File: src/sv/assert_macros.svh
// ---------------------------------------------------------------------------
// Assertion macros
// Concurrent assertion helpers that vanish when SYNTHESIS is defined.
// ---------------------------------------------------------------------------
`ifndef ASSERT_MACROS_SVH
`define ASSERT_MACROS_SVH
`ifndef SYNTHESIS
// The consequent must hold in the same cycle as the antecedent.
`define ASSERT_IMPLY(lbl, clk, rst_n, a, b) \
	lbl: assert property (@(posedge clk) disable iff (!rst_n) (a) |-> (b)) \
		else $error("assertion failed");
// The consequent must hold in the cycle after the antecedent.
`define ASSERT_NEXT(lbl, clk, rst_n, a, b) \
	lbl: assert property (@(posedge clk) disable iff (!rst_n) (a) |=> (b)) \
		else $error("assertion failed");
`else
`define ASSERT_IMPLY(lbl, clk, rst_n, a, b)
`define ASSERT_NEXT(lbl, clk, rst_n, a, b)
`endif
`endif

File: src/sv/dgsm_pkg.sv
// ---------------------------------------------------------------------------
// Distance gain mixer package
// Shared constants, codes and types of the distance gain speaker mixer.
// ---------------------------------------------------------------------------
`default_nettype none
package dgsm_pkg;

	// Default sizes handed to the top level.
	localparam int DEF_MAX_SOURCES  = 8;
	localparam int DEF_MAX_SPEAKERS = 16;
	localparam int DEF_MAX_BLOCK    = 4096;

	// Results per item never exceed this many speakers.
	localparam int SPK_CAP = 16;

	localparam int CNT_W      = 5;
	localparam int ITER_W     = 6;
	localparam int SQRT_STEPS = 17;
	localparam int LOG_STEPS  = 16;
	localparam int DIV_STEPS  = 58;

	localparam logic [30:0] LOG10_2_Q32 = 31'd1292913987;
	localparam logic [13:0] DA_FLOOR    = 14'd82;
	localparam logic [13:0] DA_ONE      = 14'd8192;

	// Item operation codes.
	localparam logic [1:0] OP_SET_SOURCE  = 2'd0;
	localparam logic [1:0] OP_SET_SPEAKER = 2'd1;
	localparam logic [1:0] OP_SAMPLE      = 2'd2;
	localparam logic [1:0] OP_END_BLOCK   = 2'd3;

	// Mode codes; the remaining codes give silence.
	localparam logic [1:0] MODE_MIX    = 2'd0;
	localparam logic [1:0] MODE_BYPASS = 2'd2;

	// Register indexes.
	localparam logic [3:0] CFG_MODE       = 4'd0;
	localparam logic [3:0] CFG_SRC_COUNT  = 4'd1;
	localparam logic [3:0] CFG_SPK_COUNT  = 4'd2;
	localparam logic [3:0] CFG_MAX_HEIGHT = 4'd3;

	typedef struct packed {
		logic [1:0]  mode;
		logic [3:0]  source_count;
		logic [4:0]  speaker_count;
		logic [15:0] max_height;
	} cfg_t;

	typedef struct packed {
		logic [CNT_W-1:0] ns_src;
		logic [CNT_W-1:0] ns_spk;
	} count_t;

	typedef struct packed {
		logic [1:0]         op;
		logic [3:0]         index;
		logic signed [15:0] pos_x;
		logic signed [15:0] pos_y;
		logic [15:0]        height;
		logic               muted;
		logic signed [23:0] sample;
		logic               last_source;
	} item_t;

	typedef struct packed {
		logic               kind;
		logic [3:0]         speaker;
		logic signed [23:0] mixed_sample;
		logic [46:0]        level;
		logic               last;
	} res_t;

	// Datapath commands.
	typedef enum logic [4:0] {
		CMD_NONE,
		CMD_WR_SRC,
		CMD_WR_SPK,
		CMD_WR_SAMPLE,
		CMD_ACC_CLR,
		CMD_DIFF,
		CMD_SQX,
		CMD_SQY,
		CMD_SQRT,
		CMD_PROD,
		CMD_NORM_INIT,
		CMD_NORM,
		CMD_LOG_INIT,
		CMD_LOG,
		CMD_SCALE,
		CMD_MAC,
		CMD_ROUND,
		CMD_ESQ,
		CMD_EADD,
		CMD_DIV_INIT,
		CMD_DIV,
		CMD_OUT_MIX,
		CMD_OUT_LVL,
		CMD_FRAME_END,
		CMD_BLOCK_END
	} dp_op_t;

	typedef struct packed {
		dp_op_t            op;
		logic [CNT_W-1:0]  spk;
		logic [CNT_W-1:0]  src;
		logic [ITER_W-1:0] iter;
	} cmd_t;

	typedef struct packed {
		logic out_free;
		logic counted;
		logic fc_zero;
		logic da_full;
		logic norm_done;
		logic sample_zero;
		logic muted;
	} status_t;

endpackage
`default_nettype wire

File: src/sv/dgsm_ctrl.sv
// ---------------------------------------------------------------------------
// Distance gain mixer controller
// Sequences items, source/speaker pairs and iterative steps of the datapath.
// ---------------------------------------------------------------------------
`default_nettype none
module dgsm_ctrl import dgsm_pkg::*; (
	input  wire logic    clk,
	input  wire logic    arst_n,
	input  wire logic    item_valid,
	output logic         item_ready,
	input  wire item_t   item,
	input  wire cfg_t    cfg,
	input  wire count_t  counts,
	input  wire status_t status,
	output cmd_t         cmd
);

	typedef enum logic [18:0] {
		S_IDLE  = 19'h00001,
		S_SPK   = 19'h00002,
		S_PAIR  = 19'h00004,
		S_SQX   = 19'h00008,
		S_SQY   = 19'h00010,
		S_SQRT  = 19'h00020,
		S_PROD  = 19'h00040,
		S_DA    = 19'h00080,
		S_NORM  = 19'h00100,
		S_LOG   = 19'h00200,
		S_SCALE = 19'h00400,
		S_MAC   = 19'h00800,
		S_ROUND = 19'h01000,
		S_ESQ   = 19'h02000,
		S_EADD  = 19'h04000,
		S_EMIT  = 19'h08000,
		S_BLK   = 19'h10000,
		S_DIV   = 19'h20000,
		S_LVL   = 19'h40000
	} state_t;

	state_t            state_q, state_d;
	logic [CNT_W-1:0]  spk_q, spk_d, src_q, src_d;
	logic [ITER_W-1:0] iter_q, iter_d;

	// Next state and command decode.
	always_comb begin
		state_d    = state_q;
		spk_d      = spk_q;
		src_d      = src_q;
		iter_d     = iter_q;
		item_ready = 1'b0;
		cmd.op     = CMD_NONE;
		cmd.spk    = spk_q;
		cmd.src    = src_q;
		cmd.iter   = iter_q;
		unique case (state_q)
			S_IDLE: begin
				item_ready = 1'b1;
				if (item_valid) begin
					unique case (item.op)
						OP_SET_SOURCE:  cmd.op = CMD_WR_SRC;
						OP_SET_SPEAKER: cmd.op = CMD_WR_SPK;
						OP_SAMPLE: begin
							cmd.op = CMD_WR_SAMPLE;
							if (item.last_source) begin
								spk_d   = '0;
								state_d = S_SPK;
							end
						end
						OP_END_BLOCK: begin
							if (cfg.mode == MODE_BYPASS) begin
								cmd.op = CMD_BLOCK_END;
							end else begin
								spk_d   = '0;
								state_d = S_BLK;
							end
						end
						default: ;
					endcase
				end
			end
			S_SPK: begin
				if (spk_q >= counts.ns_spk) begin
					cmd.op  = CMD_FRAME_END;
					state_d = S_IDLE;
				end else begin
					cmd.op = CMD_ACC_CLR;
					src_d  = '0;
					if (cfg.mode == MODE_MIX && !status.muted) state_d = S_PAIR;
					else state_d = S_ROUND;
				end
			end
			S_PAIR: begin
				if (src_q >= counts.ns_src) begin
					state_d = S_ROUND;
				end else if (status.sample_zero) begin
					src_d = src_q + 5'd1;
				end else begin
					cmd.op  = CMD_DIFF;
					state_d = S_SQX;
				end
			end
			S_SQX: begin
				cmd.op  = CMD_SQX;
				state_d = S_SQY;
			end
			S_SQY: begin
				cmd.op  = CMD_SQY;
				iter_d  = ITER_W'(SQRT_STEPS - 1);
				state_d = S_SQRT;
			end
			S_SQRT: begin
				cmd.op = CMD_SQRT;
				if (iter_q == '0) state_d = S_PROD;
				else iter_d = iter_q - 6'd1;
			end
			S_PROD: begin
				cmd.op  = CMD_PROD;
				state_d = S_DA;
			end
			S_DA: begin
				// A full-scale weight gives zero gain and adds nothing.
				if (status.da_full) begin
					src_d   = src_q + 5'd1;
					state_d = S_PAIR;
				end else begin
					cmd.op  = CMD_NORM_INIT;
					state_d = S_NORM;
				end
			end
			S_NORM: begin
				if (status.norm_done) begin
					cmd.op  = CMD_LOG_INIT;
					iter_d  = ITER_W'(LOG_STEPS - 1);
					state_d = S_LOG;
				end else begin
					cmd.op = CMD_NORM;
				end
			end
			S_LOG: begin
				cmd.op = CMD_LOG;
				if (iter_q == '0) state_d = S_SCALE;
				else iter_d = iter_q - 6'd1;
			end
			S_SCALE: begin
				cmd.op  = CMD_SCALE;
				state_d = S_MAC;
			end
			S_MAC: begin
				cmd.op  = CMD_MAC;
				src_d   = src_q + 5'd1;
				state_d = S_PAIR;
			end
			S_ROUND: begin
				cmd.op = CMD_ROUND;
				if (status.counted && cfg.mode != MODE_BYPASS) state_d = S_ESQ;
				else state_d = S_EMIT;
			end
			S_ESQ: begin
				cmd.op  = CMD_ESQ;
				state_d = S_EADD;
			end
			S_EADD: begin
				cmd.op  = CMD_EADD;
				state_d = S_EMIT;
			end
			S_EMIT: begin
				if (status.out_free) begin
					cmd.op  = CMD_OUT_MIX;
					spk_d   = spk_q + 5'd1;
					state_d = S_SPK;
				end
			end
			S_BLK: begin
				if (spk_q >= counts.ns_spk) begin
					cmd.op  = CMD_BLOCK_END;
					state_d = S_IDLE;
				end else begin
					cmd.op = CMD_DIV_INIT;
					iter_d = ITER_W'(DIV_STEPS - 1);
					if (status.fc_zero) state_d = S_LVL;
					else state_d = S_DIV;
				end
			end
			S_DIV: begin
				cmd.op = CMD_DIV;
				if (iter_q == '0) state_d = S_LVL;
				else iter_d = iter_q - 6'd1;
			end
			S_LVL: begin
				if (status.out_free) begin
					cmd.op  = CMD_OUT_LVL;
					spk_d   = spk_q + 5'd1;
					state_d = S_BLK;
				end
			end
			default: state_d = S_IDLE;
		endcase
	end

	// State and counters.
	always_ff @(posedge clk or negedge arst_n) begin
		if (!arst_n) begin
			state_q <= S_IDLE;
			spk_q   <= '0;
			src_q   <= '0;
			iter_q  <= '0;
		end else begin
			state_q <= state_d;
			spk_q   <= spk_d;
			src_q   <= src_d;
			iter_q  <= iter_d;
		end
	end

endmodule
`default_nettype wire

File: config.mk
export PLATFORM = sky130hd
export DESIGN_NAME = dgsm_ctrl
export DESIGN_NICKNAME = d
export VERILOG_FILES = /design/src/sv/assert_macros.svh /design/src/sv/dgsm_pkg.sv /design/src/sv/dgsm_ctrl.sv
export SDC_FILE = /design/constraint.sdc
export NUM_CORES = 1
export LEC_CHECK = 0
export CAP_MARGIN = 20
export CORE_MARGIN = 2
export CORE_UTILIZATION = 50
export CTS_CLUSTER_DIAMETER = 50
export DETAILED_ROUTE_END_ITERATION = 10
export DONT_BUFFER_PORTS = 1
export GPL_ROUTABILITY_DRIVEN = 0
export SETUP_SLACK_MARGIN = 0.5
export SLEW_MARGIN = 10
export SYNTH_ARGS = -nofsm -noshare
export SYNTH_HDL_FRONTEND = slang
export SYNTH_SLANG_ARGS = --single-unit
File: constraint.sdc
create_clock -name clk -period 4.47 [get_ports clk]
set_clock_uncertainty 0.2 [all_clocks]
set_input_delay 0.6705 -clock clk [delete_from_list [all_inputs] [get_ports clk]]
set_output_delay 0.6705 -clock clk [all_outputs]
set_load 0.005 [all_outputs]
==> Word-level counts from Yosys, hierarchy flattened <==
Cells that the tools add are included.
{ "classes": {"eq_ne": 42, "magnitude_cmp": 2, "n_mux": 47, "add_sub_neg": 3, "n_reduce_logical": 15} }
{ "ops": {"columns": ["operator", "count"], "rows": [
  ["case mux 19 bit (19 select lines)", 1],
  ["two-way mux 19 bit", 13],
  ["case mux 5 bit (19 select lines)", 1],
  ["two-way mux 5 bit", 13],
  ["case mux 5 bit (4 select lines)", 2],
  ["case mux 19 bit (2 select lines)", 1],
  ["inequality test 2 bit, second input constant", 14],
  ["two-way mux 13 bit", 2],
  ["case mux 6 bit (4 select lines)", 1],
  ["case mux 5 bit (2 select lines)", 2],
  ["== test 19 x 1 -> 1 bit, second input constant", 1],
  ["== test 19 x 10 -> 1 bit, second input constant", 1],
  ["== test 19 x 11 -> 1 bit, second input constant", 1],
  ["== test 19 x 12 -> 1 bit, second input constant", 1],
  ["== test 19 x 13 -> 1 bit, second input constant", 1],
  ["== test 19 x 14 -> 1 bit, second input constant", 1],
  ["== test 19 x 15 -> 1 bit, second input constant", 1],
  ["== test 19 x 16 -> 1 bit, second input constant", 1],
  ["== test 19 x 17 -> 1 bit, second input constant", 1],
  ["== test 19 x 18 -> 1 bit, second input constant", 1],
  ["== test 19 bit, second input constant", 1],
  ["== test 19 x 2 -> 1 bit, second input constant", 1],
  ["== test 19 x 3 -> 1 bit, second input constant", 1],
  ["== test 19 x 4 -> 1 bit, second input constant", 1],
  ["31 further kinds", 45]
]} }
{ "word_totals": {"reg_bits": 35, "inputBits": 127} }

==> Depth between registers and ports, before layout <==
Gate-level depths: netlist (run 1).
{ "logic_depth": {"ltp_word": 5, "ltp_mapped": 10, "ltp_nobuf": 9} }

==> Worst setup path before layout (run 1) <==
No wires, ideal clock.
{ "synth_timing": {"kind": "reg2out", "startpoint": "register state_q[12]", "endpoint": "output cmd[20] (netlist name)", "n_path_buf": 2, "setup_slack_ns": 1.262, "required_ns": 3.599, "arrival_ns": 2.337, "stages_incl_launch_ff": 9, "path_cell_list": "dfrtp_1 > buf_6 > or4_4 > nor4_4 > and4b_1 > buf_4 > nand2_1 > or4_4 > nand4b_1"} }
{ "synth_rtl": {"columns": ["element", "line", "rtl"], "rows": [
  ["start, declared", "dgsm_ctrl.sv:40", "state_t state_q, state_d;"],
  ["start signal, assigned", "dgsm_ctrl.sv:208", "state_q <= state_d;"],
  ["end, declared", "dgsm_ctrl.sv:15", "output cmd_t cmd"]
]} }

==> out/results.txt, run 1 <==
Leak pwr: 0.00133 uW
Top-area cell type share of the netlist area: 0.315
Ports: 149
Die span in x: 77.5 um
Flops & latches, synth: 35
Reg clk slew, reported paths: 0.07 ns
Max VDD drop: 0.246 mV
Detail Placement HPWL: 5350 um
Grt met2 use: 0.376
Period Utilization, post-route: 0.858
Syn. warnings: 0
Post-synth top area cell: dfrtp_1
Sequential share of the synthesized area: 0.324
Slew Limit Headroom: 0.483
Cell Pwr Density: 391 nW/um^2
# port buffers: 0
Worst skew pair latency: 0.29 ns
Post-synthesis instance total: 311
Remaining DRCs: 0
Clock sinks: 35
Synthesized area: 2700 um^2
Number of global-route vias before repair: 2318
Total Routing Usage GR: 0.250
Max-slew violations: 0
Hold crit path type: primary input to async pin
Post-Route Setup TNS: 0 ns
Number of fill cells: 492
Multi-input logic area: 1680 um^2
Max cap viols: 0
Vias per cell: 6.21
Primary FF master, synth: dfrtp_1
WL/cell: 18.6 um
Post-Syn Nets: 455
Num CTS Buffers: 5
Post-synthesis async set-or-reset flop share: 1.00
Final ANT Viol Nets: 0
Die Ht: 77.5 um
RSZ-0062 raised after global routing: false
DRT iter0 DRCs: 226
TritonCTS clock tree: built
Worst Setup End Kind: output port
Register area: 877 um^2
CTS Root Cell: clkbuf_8
WP data arrival: 2.97 ns
H-Tree Depth: 2
Die area: 6010 um^2
CP max FO: 9
Vias after detailed routing: 2392
Gr busiest metal: met2
Max Fclk: 261 MHz
Post-synth EDFFs: 0
Routed Wire Length: 7170 um
Min Hold Slack: 0.0106 ns
Endpoints failing setup: 0
First-pass GRT wire length: 11700 um
Run status: finished, final reports clean
Area growth, synth to finish: 5.78%
Largest cells by area after synthesis: dfrtp_1, ha_1, nor2_1
Layout cells sized above 1: 0.130
Largest net degree at the start of global routing: 35
Post-synth cell types: 54
Clk buf depth: 2
Floorplan row count: 26
CP required: 3.60 ns
Nets: 458
Global routing usage on met3: 0.0581
Gr ovfl total: 0
Core area: 5170 um^2
Fin. Hold Viols: 0
CP Launch Type: flip-flop
Minimum clock period: 3.84 ns
Drt first pass iters: 4
Ant diodes: 0
Setup CP Type: flip-flop to output port
Initial antenna violation count: 0
Slew @ Worst Pin: 0.765 ns
Initial Util: 0.523
Synthesized area per cell: 8.69 um^2
GR Util met1: 0.355
synthesized netlist by cell type (all sizes together) (3+ instances only):
master and count:
o21ai 16, nor4 13, nand4 6, or4 9, nor3 11, nand3b 3
nand4b 3, buf 7, inv 23, nand3 17, a211oi 5, a21o 4
nand2b 7, o21a 3, mux2i 5, xnor2 5, and4b 5, or3 3
nor2 42, nand2 24, ha 17, dfrtp 34, nor4b 6, or2 7
a31oi 3, a21oi 8, a22o 5
cell usage in the layout, fill, tap and decap left out, drive strengths merged, types with 2 or more instances in the layout:
master	count
xnor2	5
nor3	11
a21oi	8
ha	17
and2	2
nor4b	6
nor2	42
inv	23
clkbuf	7
dfrtp	34
nand4b	3
o221ai	2
a21o	4
a31oi	3
o21a	3
nand4	6
buf	3
or3	3
nor4	13
or4	9
nand2b	7
mux2i	5
a2111oi	2
or2	7
nand2	24
o211ai	2
and4b	5
nand3b	3
nand3	17
o21ai	16
a22o	5
a211oi	5
where the power goes:
group	leakage [uW]	total (uW)	internal, uW	switching [uW]
combinational	0.000827	451	170	280
sequential	0.000465	436	368	68.3
clock	0.0000422	230	109	121
final timing paths:
check	startpoint	end	slack (ns)	cells past startpoint
max	state_q[12]$_DFFE_PN0P_	cmd[20]	0.63	6
min	arst_n	state_q[4]$_DFFE_PN0P_	0.01	1
max reg2reg	state_q[12]$_DFFE_PN0P_	state_q[18]$_DFFE_PN0P_	1.36	7
min reg2reg	iter_q[3]$_DFFE_PN0P_	iter_q[3]$_DFFE_PN0P_	0.38	2
max in group asynchronous	arst_n	state_q[0]$_DFFE_PN1P_	3.45	1
min in group clk	status[1]	state_q[3]$_DFFE_PN0P_	0.24	1
cells by family (layout without fill, tap and decap cells):
kind of cell / Yosys count / count (layout) / synth area share
adder cells (fa/ha/maj): 17 / 17 / 0.0787
buffers and inverters: 31 / 35 / 0.0537
flip-flops: 35 / 35 / 0.324
AO/OA/AOI/OAI: 54 / 54 / 0.138
XOR/XNOR: 5 / 5 / 0.0162
multiplexers: 6 / 6 / 0.0227
AND/OR/NAND/NOR: 163 / 163 / 0.366
flip-flops by register name (all words and copies together) (netlist names):
name / flops
spk_q: 5
src_q: 5
iter_q: 6
state_q: 19
critical path, cell delays in order, from the launching register on:
cell and delay, ns:
dfrtp_1 0.50, or4_4 0.59, nor4_4 0.41, and4b_2 0.42, nand2_1 0.11, or4_4 0.51
nand4b_1 0.14
stage by stage:
| stage | util | std cells | total power (uW) | setup WS (ns) | cell area (um^2) |
|---|---|---|---|---|---|
| after floorplan | - | 311 | 793 | 1.26 | 2700 |
| final | 0.553 | 385 | 1120 | 0.633 | 2860 |
| after CTS | 0.551 | 384 | 1120 | 0.553 | 2850 |
| after global placement | 0.531 | 375 | 867 | 0.929 | 2750 |
| after detailed placement | 0.531 | 375 | 875 | 0.904 | 2750 |
| after global routing | 0.553 | 385 | 1200 | 0.515 | 2860 |
timing repair:
action                                  in CTS  in global routing
setup buffers                                0                  0
hold endpoints to repair                    34                  1
endpoints found under the setup margin       0                  2
hold buffers                                 1                  1
resized for setup                            0                  1
metal layers:
layer  wire [um]  up-vias  share of wire
met5           0        -              0
met4         110        0          0.015
met3         426       10          0.059
met2        3230       73           0.45
met1        3410     1162           0.47
li1            -     1147              -
final cells by class:
type	instances	share of cell area
Multi-Input combinational cell	245	0.588
Sequential cell	35	0.307
Tap cell	70	0.0306
Inverter	23	0.0302
Clock buffer	7	0.0267
Timing Repair Buffer	4	0.0157
Clock inverter	1	0.00175
Note: power is estimated with default switching activity, not from simulation.
==> run 2, diff against run 1 <==
--- a/config.mk
+++ b/config.mk
@@ -6,12 +6,15 @@
 export NUM_CORES = 1
 export LEC_CHECK = 0
 export CAP_MARGIN = 20
+export CELL_PAD_IN_SITES_DETAIL_PLACEMENT = 1
+export CELL_PAD_IN_SITES_GLOBAL_PLACEMENT = 2
 export CORE_MARGIN = 2
-export CORE_UTILIZATION = 50
+export CORE_UTILIZATION = 37
 export CTS_CLUSTER_DIAMETER = 50
 export DETAILED_ROUTE_END_ITERATION = 10
 export DONT_BUFFER_PORTS = 1
-export GPL_ROUTABILITY_DRIVEN = 0
+export GPL_ROUTABILITY_DRIVEN = 1
+export PLACE_DENSITY_LB_ADDON = 0.1
 export SETUP_SLACK_MARGIN = 0.5
 export SLEW_MARGIN = 10
 export SYNTH_ARGS = -nofsm -noshare
==> run 2 against run 1 <==
Compared with the run above: wire length rose by 11%; critical path depth is 1 higher; first-iteration DRC count fell by 60%; worst hold slack worse by 0.0074 ns; fmax rose by 1.6%; sequential share of layout area shrank 0.55 points; cell count up 7.8%.
==> out/results.txt, run 2 (synthesis gave the netlist of run 1 again) <==
TritonCTS clock tree: built
CP required: 3.60 ns (about the same)
Post-Route Setup TNS: 0 ns (unchanged)
First-pass GRT wire length: 13200 um (+12%)
Layout cells sized above 1: 0.133 (+0.00275)
CTS Root Cell: clkbuf_8
Fin area: 2910 um^2 (+1.8%)
Cell Pwr Density: 397 nW/um^2 (+1.7%)
Worst path most repeated cell: or4_4
WP data arrival: 2.90 ns (-0.07 ns)
Setup CP Type: flip-flop to output port
Max-slew violations: 0 (unchanged)
Largest registers: state_q: 19 flops, iter_q: 6 flops
Hold crit path type: primary input to async pin
CP Launch Type: flip-flop
RSZ-0062 raised after global routing: false
Worst Setup End Kind: output port
Die area: 8010 um^2 (+33%)
Fin. Hold Viols: 0 (unchanged)
Detail Placement HPWL: 6260 um (+17%)
H-Tree Depth: 2 (unchanged)
WL/cell: 19.1 um (+2.6%)
Core area: 7180 um^2 (+39%)
Endpoints failing setup: 0 (unchanged)
Slew Limit Headroom: 0.496 (+0.0138)
Final Core Density: 0.406 (-0.147)
Max Fclk: 265 MHz (+1.6%)
Total Routing Usage GR: 0.217 (-0.0332)
Run status: finished, final reports clean
Pwr Total: 1160 uW (+3.6%)
Reg2Reg Depth: 7 (unchanged)
CP cell instances: or4_4 -> nor4_4 -> and4b_1 -> buf_4 -> nand2_1 -> or4_4 -> nand4_1
# port buffers: 0 (unchanged)
Initial Util: 0.377 (-0.146)
Area growth, synth to finish: 7.73%
Initial antenna violation count: 0 (unchanged)
Max cap viols: 0 (unchanged)
Most common cell after layout, fill and taps aside: nor2_1
CP max stage delay: 0.59 ns (about the same)
Worst flop-to-flop path startpoint: state_q[13]$_DFFE_PN0P_
Remaining DRCs: 0 (unchanged)
Max stage delay cell, worst path: or4_4
Setup crit start: state_q[13]$_DFFE_PN0P_
Die span in x: 89.5 um (+15%)
Gpl congestion: 0.790
Worst reg2reg endpoint: state_q[18]$_DFFE_PN0P_
Final ANT Viol Nets: 0 (unchanged)
Most frequent cells in the layout: nor2_1, dfrtp_1, nand2_1, inv_1
Leak pwr: 0.00134 uW (+0.83%)
Reg clk slew, reported paths: 0.08 ns (about the same)
Vias per cell: 5.80 (-6.6%)
Ports: 149 (unchanged)
CP max FO: 9 (unchanged)
Period Utilization, post-route: 0.844 (-0.0138)
Nets: 459 (+0.22%)
Post-DP Area: 2790 um^2 (+1.6%)
Biggest register: state_q
Minimum clock period: 3.77 ns (-0.0619 ns)
Max VDD drop: 0.156 mV (-37%)
Worst skew pair latency: 0.30 ns (about the same)
DRT iter0 DRCs: 91 (-60%)
Max reg flops: 19 (unchanged)
Clk buf depth: 2 (unchanged)
Vias after detailed routing: 2409 (+0.71%)
Num CTS Buffers: 5 (unchanged)
Gr ovfl total: 0 (unchanged)
Drt first pass iters: 4 (unchanged)
Setup slack, reg-to-reg: 1.37 ns (about the same)
Floorplan row count: 31 (+19%)
Slew @ Worst Pin: 0.749 ns (-0.0168 ns)
Clock sinks: 35 (unchanged)
Number of global-route vias before repair: 2493 (+7.5%)
Ant diodes: 0 (unchanged)
Routed Wire Length: 7930 um (+11%)
CP endpoint: cmd[19]
Largest net degree at the start of global routing: 35 (unchanged)
Die Ht: 89.5 um (+15%)
-- run 2: cell count changes in the layout (fill, tap and decap cells not counted), sizes merged --
cell  previous run  this run
buf              3         4
-- run 2: metal layers --
layer	vias up	track usage	wire (um)
met5	-	0	0
met4	0	0.0407	85
met3	7	0.0545	462
met2	64	0.366	3860
met1	1189	0.284	3530
li1	1149	-	-
-- run 2: what timing repair did --
item,in CTS,in global routing
hold buffers,1,1
endpoints found under the setup margin,0,0
buffers inserted,0,0
resized for setup,0,0
hold endpoints to repair,34,1
-- run 2: how the worst min path moves through the flow --
stage / start / cells past startpoint / slack [ns] / to
final: arst_n / 1 / 0.003 / state_q[10]$_DFFE_PN0P_
after global placement: arst_n / 0 / 0.18 / state_q[6]$_DFFE_PN0P_
after global routing: arst_n / 1 / 0.01 / spk_q[4]$_DFFE_PN0P_
after floorplan: arst_n / 0 / 0.17 / iter_q[0]$_DFFE_PN0P_
after CTS: arst_n / 0 / 0.003 / state_q[0]$_DFFE_PN1P_
after detailed placement: arst_n / 0 / 0.18 / state_q[17]$_DFFE_PN0P_
-- run 2: area by class of cell --
cell class                 count  area, um^2
inverter                      23        86.3
fill                         861        4260
clock buffer                   7        86.3
clock inverter                 1        5.00
multi-input combinational    245        1680
timing repair buffer           5        52.6
sequential                    35         877
tap                           99         124
-- run 2: critical path: cells and delay by family, from the launching register on --
| kind | cells | cell delay [ns] |
|---|---|---|
| AND/OR/NAND/NOR | 6 | 1.98 |
| buffers and inverters | 1 | 0.17 |
| flip-flops | 1 | 0.46 |
-- run 2: power breakdown --
part / internal [uW] / leakage [uW] / switching (uW) / total [uW]
sequential: 368 / 0.000465 / 64.0 / 432
clock: 125 / 0.0000482 / 130 / 255
combinational: 178 / 0.000832 / 293 / 471
-- run 2: metrics by stage --
step / std cells / hold WS, ns / setup slack (ns)
5_1_grt: 415 / 0.0122 / 0.534
3_3_place_gp: 405 / 0.176 / 1.02
4_1_cts: 414 / 0.00311 / 0.691
6_report: 415 / 0.00321 / 0.695
2_1_floorplan: 311 / 0.175 / 1.26
3_5_place_dp: 405 / 0.176 / 1.03
